`src/sv/wpa_pkg.sv`:
```
// Shared types and constants for the weighted projection amplitude block.
// Holds the sample and result structs, controller/datapath signal groups and fixed widths.
// No dependencies.
package wpa_pkg;

    localparam int SUM_W    = 56;
    localparam int TERM_W   = 48;
    localparam int PROD_W   = 88;
    localparam int DIV_BITS = PROD_W;
    localparam int MAG_W    = 41;

    localparam logic signed [SUM_W-1:0] EPSILON_Q16 = 56'sd7;
    localparam logic signed [SUM_W-1:0] SUM_MAX     = {1'b0, {(SUM_W-1){1'b1}}};
    localparam logic signed [SUM_W-1:0] SUM_MIN     = {1'b1, {(SUM_W-1){1'b0}}};
    localparam logic [MAG_W-1:0]        QUOT_CAP    = {1'b1, {(MAG_W-1){1'b0}}};

    localparam logic signed [31:0] MIN_AMP_RESET = 32'sd66;
    localparam logic signed [31:0] MAX_AMP_RESET = 32'sd753664;

    localparam logic [1:0] CFG_MIN_AMP = 2'd0;
    localparam logic [1:0] CFG_MAX_AMP = 2'd1;

    localparam logic [1:0] CLAMP_NONE = 2'd0;
    localparam logic [1:0] CLAMP_MIN  = 2'd1;
    localparam logic [1:0] CLAMP_MAX  = 2'd2;

    typedef struct packed {
        logic signed [11:0] observed_sample;
        logic signed [11:0] model_sample;
        logic        [11:0] emphasis_weight;
        logic signed [31:0] prior_amplitude;
        logic        [4:0]  flow_number;
        logic               last_sample;
    } sample_t;

    typedef struct packed {
        logic        [4:0]  result_flow;
        logic signed [31:0] new_amplitude;
        logic        [1:0]  clamp_code;
    } result_t;

    typedef struct packed {
        logic load;
        logic mul;
        logic acc;
        logic absval;
        logic pp_lo;
        logic pp_hi;
        logic div_step;
        logic finish;
    } cmd_t;

    typedef struct packed {
        logic last;
    } status_t;

endpackage

```
`src/sv/wpa_controller.sv`:
```
// Sequencer for the weighted projection amplitude block.
// Steps multiply, accumulate, magnitude product and bit-serial divide; uses wpa_pkg.
module wpa_controller
    import wpa_pkg::*;
(
    input  logic    clk,
    input  logic    rst_n,
    input  logic    start,
    input  status_t status,
    output logic    busy,
    output cmd_t    cmd
);

    localparam int DCW = $clog2(DIV_BITS);

    typedef enum logic [2:0] {
        S_IDLE,
        S_MUL,
        S_ACC,
        S_ABS,
        S_PP0,
        S_PP1,
        S_DIV,
        S_DONE
    } state_t;

    state_t         state_reg, state_next;
    logic [DCW-1:0] div_cnt_reg, div_cnt_next;

    always_comb
    begin
        state_next   = state_reg;
        div_cnt_next = div_cnt_reg;
        case (state_reg)
            S_IDLE: if (start) state_next = S_MUL;
            S_MUL:  state_next = S_ACC;
            S_ACC:  state_next = status.last ? S_ABS : S_IDLE;
            S_ABS:  state_next = S_PP0;
            S_PP0:  state_next = S_PP1;
            S_PP1:  state_next = S_DIV;
            S_DIV:
            begin
                if (div_cnt_reg == DCW'(DIV_BITS - 1))
                begin
                    state_next   = S_DONE;
                    div_cnt_next = '0;
                end
                else
                begin
                    div_cnt_next = div_cnt_reg + 1'b1;
                end
            end
            S_DONE: state_next = S_IDLE;
            default: state_next = S_IDLE;
        endcase
    end

    always_ff @(posedge clk or negedge rst_n)
    begin
        if (!rst_n)
        begin
            state_reg   <= S_IDLE;
            div_cnt_reg <= '0;
        end
        else
        begin
            state_reg   <= state_next;
            div_cnt_reg <= div_cnt_next;
        end
    end

    assign busy = (state_reg != S_IDLE);

    always_comb
    begin
        cmd          = '0;
        cmd.load     = (state_reg == S_IDLE) && start;
        cmd.mul      = (state_reg == S_MUL);
        cmd.acc      = (state_reg == S_ACC);
        cmd.absval   = (state_reg == S_ABS);
        cmd.pp_lo    = (state_reg == S_PP0);
        cmd.pp_hi    = (state_reg == S_PP1);
        cmd.div_step = (state_reg == S_DIV);
        cmd.finish   = (state_reg == S_DONE);
    end

`ifndef NO_ASSERTIONS
    a_div_cnt_idle: assert property (@(posedge clk) disable iff (!rst_n)
        (state_reg != S_DIV) |-> (div_cnt_reg == '0))
        else $error("divide counter running outside divide");
    a_accept_mul: assert property (@(posedge clk) disable iff (!rst_n)
        (start && !busy) |=> (state_reg == S_MUL))
        else $error("accepted sample did not enter multiply");
    a_done_idle: assert property (@(posedge clk) disable iff (!rst_n)
        (state_reg == S_DONE) |=> (state_reg == S_IDLE))
        else $error("finish not followed by idle");
`endif

endmodule

```
`config.mk`:
```
export PLATFORM = sky130hd
export DESIGN_NAME = wpa_controller
export DESIGN_NICKNAME = d
export VERILOG_FILES = /design/src/sv/wpa_pkg.sv /design/src/sv/wpa_controller.sv
export SDC_FILE = /design/constraint.sdc
export NUM_CORES = 1
export LEC_CHECK = 0
export BUFFER_PORTS_ARGS = -buffer_cell sky130_fd_sc_hd__buf_4
export CORE_ASPECT_RATIO = 1.1
export CORE_MARGIN = 3
export CORE_UTILIZATION = 30
export CTS_BUF_LIST = sky130_fd_sc_hd__clkbuf_8 sky130_fd_sc_hd__clkbuf_16
export CTS_CLUSTER_SIZE = 20
export DETAILED_ROUTE_END_ITERATION = 10
export SETUP_SLACK_MARGIN = 0.4
export SYNTH_ARGS = -nofsm -noshare
export SYNTH_HDL_FRONTEND = slang
export SYNTH_SLANG_ARGS = --single-unit
```
`constraint.sdc`:
```
create_clock -name clk -period 1.7 [get_ports clk]
set_input_delay 0.17 -clock clk [delete_from_list [all_inputs] [get_ports clk]]
set_output_delay 0.17 -clock clk [all_outputs]
set_load 0.01 [all_outputs]
```
==> results of run 1 <==
==> repair_timing <==
| action | in CTS | in global routing |
|---|---|---|
| setup buffers | 10 | 9 |
| resized for setup | 9 | 25 |
| hold buffers | 1 | 0 |
| pin swaps | 6 | 12 |
| cloned | 0 | 0 |
| endpoints found under the setup margin | 11 | 16 |
| hold endpoints to repair | 10 | 0 |
==> tightest hold or removal path, stage by stage <==
cell and delay (ns):
buf_4 0.07, nor2_1 0.04, o21ai_0 0.17
==> final cells by class <==
class | instances | share of cell area
multi-input cells | 45 | 0.3755
repair buffers | 35 | 0.2962
clock buffers | 3 | 0.04089
flip-flops and latches | 10 | 0.2491
inverters | 4 | 0.01735
well taps | 17 | 0.02107
==> stage by stage <==
stage                     utilization  hold WS (ns)  cells  instance area [µm²]
after floorplan                     -       -0.1256     61                570.5
after global placement         0.4082      0.007432     91                681.9
after detailed placement       0.4082      0.007913     91                681.9
after CTS                      0.5064        0.2333    105                845.8
after global routing           0.6045        0.2876    114                 1010
final                          0.6045        0.2560    114                 1010
==> kinds of logic after synthesis <==
kind of cell,Yosys count
AOI/OAI and AO/OA,8
xor gates and xnor gates,3
adders and majority gates,1
buffers and inverters,6
DFF,10
and+or+nand+nor,33
==> layout by cell type (no fill, tap or decap), types with 2 or more instances in the layout <==
cell       n
buf_4     25
dfrtp_1    9
buf_6      9
nand2_1    8
nor2_4     4
nor2_2     4
nor3_2     3
xnor2_1    3
a21o_1     3
clkbuf_8   3
nand2b_4   2
nor2_1     2
inv_1      2
==> power groups by stage <==
stage / logic, mW / clock network (mW) / registers [mW]
after floorplan: 0.383 / 0 / 0.387
after global placement: 0.547 / 0 / 0.404
after detailed placement: 0.546 / 0 / 0.406
after CTS: 0.768 / 0.255 / 0.411
after global routing: 1.19 / 0.274 / 0.442
final: 1.09 / 0.255 / 0.432
==> metal layers <==
metal | share of wire | up-vias | wire, µm
met5 | 0 | - | 0
met4 | 0.0053 | 0 | 9
met3 | 0.065 | 2 | 111
met2 | 0.54 | 16 | 929
met1 | 0.39 | 281 | 663
li1 | - | 285 | -
==> cells in the mapped netlist <==
master / n / area [µm²]
nand2b_1: 2 / 12.51
or3_1: 2 / 12.51
a21o_1: 3 / 22.52
nand2_1: 9 / 33.78
nand3_1: 1 / 5.000
nor2_1: 9 / 33.78
nor2_2: 1 / 6.260
nand4_1: 1 / 6.260
dfrtp_1: 10 / 250.2
ha_1: 1 / 12.51
nand3_2: 1 / 10.01
nor3_1: 4 / 20.02
nor4b_4: 1 / 23.77
nand3b_1: 1 / 7.510
inv_1: 4 / 15.01
o21ai_0: 2 / 10.01
xnor2_1: 3 / 26.28
nor4_1: 1 / 6.260
o211ai_1: 1 / 7.510
buf_6: 2 / 22.52
a2111oi_2: 1 / 15.01
a22o_1: 1 / 8.760
==> how the worst max path moves through the flow <==
| stage | end | slack [ns] | cells after the start |
|---|---|---|---|
| 2_1_floorplan | div_cnt_reg[3] | 0.39 | 5 |
| 3_3_place_gp | state_reg[0] | 0.24 | 5 |
| 3_5_place_dp | state_reg[0] | 0.26 | 5 |
| 4_1_cts | cmd[7] | 0.18 | 4 |
| 5_1_grt | div_cnt_reg[6] | 0.09 | 5 |
| 6_report | cmd[7] | 0.17 | 4 |
==> results.json, run 1 <==
{
  "yosysWarnings": 0,
  "clk_latency_ns": 0.24,
  "wl_um": 1714,
  "min_to": "state_reg[1]",
  "timing.critical_path.cells": "buf_6 > or3_4 > nor2_4 > buf_6",
  "cp_num_buf_inv": 2,
  "fillers": 133,
  "combPwrFrac": 0.614,
  "sw_frac_of_total": 0.3825,
  "htree_levels": 1,
  "crit_path_end_kind": "output port",
  "io_buffers": 12,
  "preCtsSetupSlack_ns": 0.2551,
  "dr.pass1.iters": 4,
  "status": "complete, no violations",
  "power_switching_mw": 0.6812,
  "diodes": 0,
  "dp_hpwl_um": 831,
  "setup.worst_path.start_class": "register",
  "vias": 584,
  "r2r_cells": 5,
  "hold_viol_final": 0,
  "syn_avg_cell_area_um2": 9.312,
  "crit_required_ns": 1.53,
  "grt_pass1_vias": 528,
  "syn-instance-count": 61,
  "path_clk_slew_ns": 0.05,
  "max_freq_mhz": 655.6,
  "num_rows": 15,
  "grt_max_degree": 11,
  "clockBufferDepth": 2,
  "drc": 0,
  "period_minus_slack_ns": 1.525,
  "critPathSlowestCell": "dfrtp_1",
  "initial_utilization": 0.3401,
  "cts_tree": "done",
  "cp_common_cell": "buf_6",
  "worst_hold_startpoint": "status",
  "synth_compound_area_frac": 0.1123,
  "pwr-share-clk": 0.143,
  "relSlewSlack": 0.7919,
  "reg2reg_to": "div_cnt_reg[6]",
  "register_area_um2": 251.5,
  "synthToLayoutAreaGrowth_pct": 77.75,
  "syn_area_um2": 568.0,
  "gr-usage-met2": 0.1964,
  "setup_ws_ns": 0.1746,
  "cp.arrival_ns": 1.36,
  "root_buffer": "clkbuf_8",
  "cp-startpoint": "state_reg[1]",
  "worstMarginPinSlew_ns": 0.3121,
  "synth_xor_area_frac": 0.04626,
  "antenna_left": 0,
  "antenna_found_initial": 0,
  "min_delay_path_depth": 3,
  "critPathMaxStageDelay_ns": 0.39,
  "cellLeakagePower_nw": 0.4758,
  "drive_gt1_frac": 0.6186,
  "report.final.setup_viol": 0,
  "nets": 104,
  "synth_adder_area_share": 0.02203,
  "hp-class": "in -> reg",
  "p_per_area_mw_per_mm2": 1764,
  "skew_ns": 0.004524,
  "post-route-period-util": 0.8973,
  "setup_tns_ns": 0,
  "ys_seq_area_frac": 0.4405,
  "grt_overflow": 0,
  "fp.dieH_um": 51.64,
  "die_area_mm2": 0.002452,
  "cp_max_fo": 2,
  "critPathKind": "reg -> out",
  "synth_simple_gate_area_share": 0.3128,
  "rsz0062_at_grt": "true",
  "avgViaCountPerCell": 5.123,
  "synth_nets": 66,
  "cts_buffers": 3,
  "drv_cap": 0,
  "ios": 13,
  "largest_reg_flops": 7,
  "grtUsageMet1": 0.1560,
  "seqPwrFrac": 0.242,
  "slew_violations": 0,
  "synth_mux_area_frac": 0,
  "cp_top_family": "simple AND/OR/NAND/NOR gates",
  "yosysUniqueCellTypes": 22,
  "grt_pass1_wl_um": 2235,
  "drt_iter0_markers": 4,
  "total_power_mw": 1.781,
  "met3_usage": 0.06228,
  "multi_input_area_um2": 379.1,
  "p_int_mw": 1.099,
  "wire_per_inst_um": 15.04,
  "synth_top_family_by_area": "simple AND/OR/NAND/NOR gates",
  "rr_startpoint": "state_reg[0]",
  "ir_worst_vdd_v": 0.001074,
  "cts_sinks": 10,
  "ys_ff_latch": 10,
  "grt_usage": 0.1290,
  "core_area_mm2": 0.001670,
  "chipWidth_um": 47.49,
  "busiest_layer": "met2",
  "r2r_setup_slack_ns": 0.19,
  "gp_congestion": 0.7050
}
(Power assumes the default switching activity.)
==> inputs of run 2 (changes only) <==
--- a/config.mk
+++ b/config.mk
@@ -12,6 +12,7 @@
 export CTS_BUF_LIST = sky130_fd_sc_hd__clkbuf_8 sky130_fd_sc_hd__clkbuf_16
 export CTS_CLUSTER_SIZE = 20
 export DETAILED_ROUTE_END_ITERATION = 10
+export PLACE_DENSITY = 0.53
 export SETUP_SLACK_MARGIN = 0.4
 export SYNTH_ARGS = -nofsm -noshare
 export SYNTH_HDL_FRONTEND = slang
==> constraint.sdc (replaced) <==
create_clock -name clk -period 1.6 [get_ports clk]
set_input_delay 0.16 -clock clk [delete_from_list [all_inputs] [get_ports clk]]
set_output_delay 0.16 -clock clk [all_outputs]
set_load 0.01 [all_outputs]
==> run 2 against run 1 <==
  * Die area unchanged
  * Via count fell by 4.8%
  * Register-to-register slack about the same
  * Clock-buffer cell count increased by 1
  * Critical path depth is the same
  * Global-route usage grew 2.0 points
  * Hold slack lost 0.034 ns
  * Combinational power shrank 6%
  * Largest power group unchanged
==> results.json, run 2 (synthesis gave the netlist of run 1 again) <==
{
  "crit_path_end_kind": "output port",
  "diodes": 0,
  "fin_cells": 109,
  "io_buffers": 12,
  "timing.critical_path.cells": "buf_6 > or3_4 > nor2_2 > buf_4",
  "gp_congestion": 0.7248,
  "ios": 13,
  "num_rows": 15,
  "die_area_mm2": 0.002452,
  "grt_overflow": 0,
  "dp_hpwl_um": 872.2,
  "p_per_area_mw_per_mm2": 1868,
  "nets": 98,
  "wire_per_inst_um": 13.79,
  "path_clk_slew_ns": 0.05,
  "cp.arrival_ns": 1.33,
  "cts_sinks": 10,
  "largest_reg_flops": 7,
  "grt_max_degree": 11,
  "antenna_left": 0,
  "period_minus_slack_ns": 1.488,
  "slew_violations": 0,
  "fp.dieH_um": 51.64,
  "clockBufferDepth": 2,
  "multi_input_area_um2": 356.6,
  "vias": 556,
  "cp-startpoint": "state_reg[0]",
  "fin_area_um2": 952.2,
  "r2r_cells": 5,
  "grt_usage": 0.1486,
  "r2r_setup_slack_ns": 0.20,
  "mostFrequentLayoutCells": "buf_4 (19), dfrtp_1 (10), buf_6 (9)",
  "grt_pass1_vias": 600,
  "rsz0062_at_grt": "true",
  "register_area_um2": 250.2,
  "avgViaCountPerCell": 5.101,
  "total_power_mw": 1.779,
  "min_to": "state_reg[1]",
  "setup_tns_ns": 0,
  "skew_ns": 0.005633,
  "max_freq_mhz": 672.1,
  "antenna_found_initial": 0,
  "critPathKind": "reg -> out",
  "cellLeakagePower_nw": 0.4563,
  "initial_utilization": 0.3401,
  "crit_required_ns": 1.44,
  "relSlewSlack": 0.7870,
  "critPathSlowestCell": "dfrtp_1",
  "cp_top_family": "simple AND/OR/NAND/NOR gates",
  "drt_iter0_markers": 6,
  "min_delay_path_depth": 3,
  "status": "complete, no violations",
  "wl_um": 1503,
  "critPathMaxStageDelay_ns": 0.39,
  "grt_pass1_wl_um": 2566,
  "htree_levels": 1,
  "drive_gt1_frac": 0.5326,
  "setup.worst_path.start_class": "register",
  "cp_num_buf_inv": 2,
  "cp_max_fo": 2,
  "final_common_cell": "buf_4",
  "root_buffer": "clkbuf_8",
  "fillers": 145,
  "drc": 0,
  "place_inst": 93,
  "cts_buffers": 3,
  "worstMarginPinSlew_ns": 0.3181,
  "worst_hold_startpoint": "status",
  "cts_tree": "done",
  "report.final.setup_viol": 0,
  "dr.pass1.iters": 4,
  "post-route-period-util": 0.9299,
  "core_area_mm2": 0.001670,
  "placed_area_um2": 699.4,
  "hp-class": "in -> reg",
  "reg2reg_to": "state_reg[0]",
  "synthToLayoutAreaGrowth_pct": 67.62,
  "hold_viol_final": 0,
  "chipWidth_um": 47.49,
  "drv_cap": 0,
  "clk_latency_ns": 0.24,
  "ir_worst_vdd_v": 0.001013,
  "rr_startpoint": "div_cnt_reg[1]"
}
## run 2: cell types whose count changed in the layout (fill, tap and decap cells not counted), sizes merged
| cell | previous run | this run |
|---|---|---|
| buf | 34 | 28 |
| clkbuf | 3 | 4 |
## run 2: worst register-to-register path: cells and delay by family (launching register included)
| family | cells | cell delay, ns |
|---|---|---|
| and+or+nand+nor | 3 | 0.47 |
| AOI/OAI and AO/OA | 1 | 0.22 |
| adders and majority gates | 1 | 0.17 |
| DFF | 1 | 0.42 |
## run 2: per-layer routing
| metal | up-vias | wire [µm] | GRT usage |
|---|---|---|---|
| met5 | - | 0 | 0 |
| met4 | 0 | 9 | 0.02765 |
| met3 | 2 | 60 | 0.06574 |
| met2 | 8 | 803 | 0.2366 |
| met1 | 280 | 630 | 0.1828 |
| li1 | 266 | - | - |
## run 2: worst max path at each step
stage / end / slack [ns] / cells after the start
after global placement: state_reg[0] / 0.19 / 5
after CTS: cmd[7] / 0.12 / 4
final: cmd[7] / 0.11 / 4
after detailed placement: state_reg[0] / 0.13 / 5
after floorplan: state_reg[0] / 0.29 / 5
after global routing: cmd[7] / 0.05 / 4
## run 2: report_power, final
part           switching (mW)  internal, mW  total [mW]
logic                   0.455         0.568        1.02
clock network          0.0998         0.216       0.316
registers               0.101         0.338       0.439
## run 2: repair_timing
action / CTS / global route
pin swaps: 5 / 3
endpoints found under the setup margin: 15 / 17
endpoints found under the hold margin: 10 / 0
gates resized for setup: 11 / 12
buffers inserted: 10 / 1
gates cloned: 0 / 0
hold buffers: 1 / 0
## run 2: through the flow
stage	util	worst slack [ns]	hold slack (ns)
after floorplan	-	0.2930	-0.1356
after global placement	0.4187	0.1893	-0.002700
after detailed placement	0.4187	0.1316	-0.0008706
after CTS	0.5371	0.1153	0.2260
after global routing	0.5700	0.05466	0.2428
final	0.5700	0.1122	0.2215
## run 2: area by class of cell
type / instances / share of cell area
timing repair buffer: 29 / 0.2668
inverter: 4 / 0.01577
clock buffer: 4 / 0.05782
multi-input combinational: 45 / 0.3745
sequential: 10 / 0.2628
tap: 17 / 0.02234
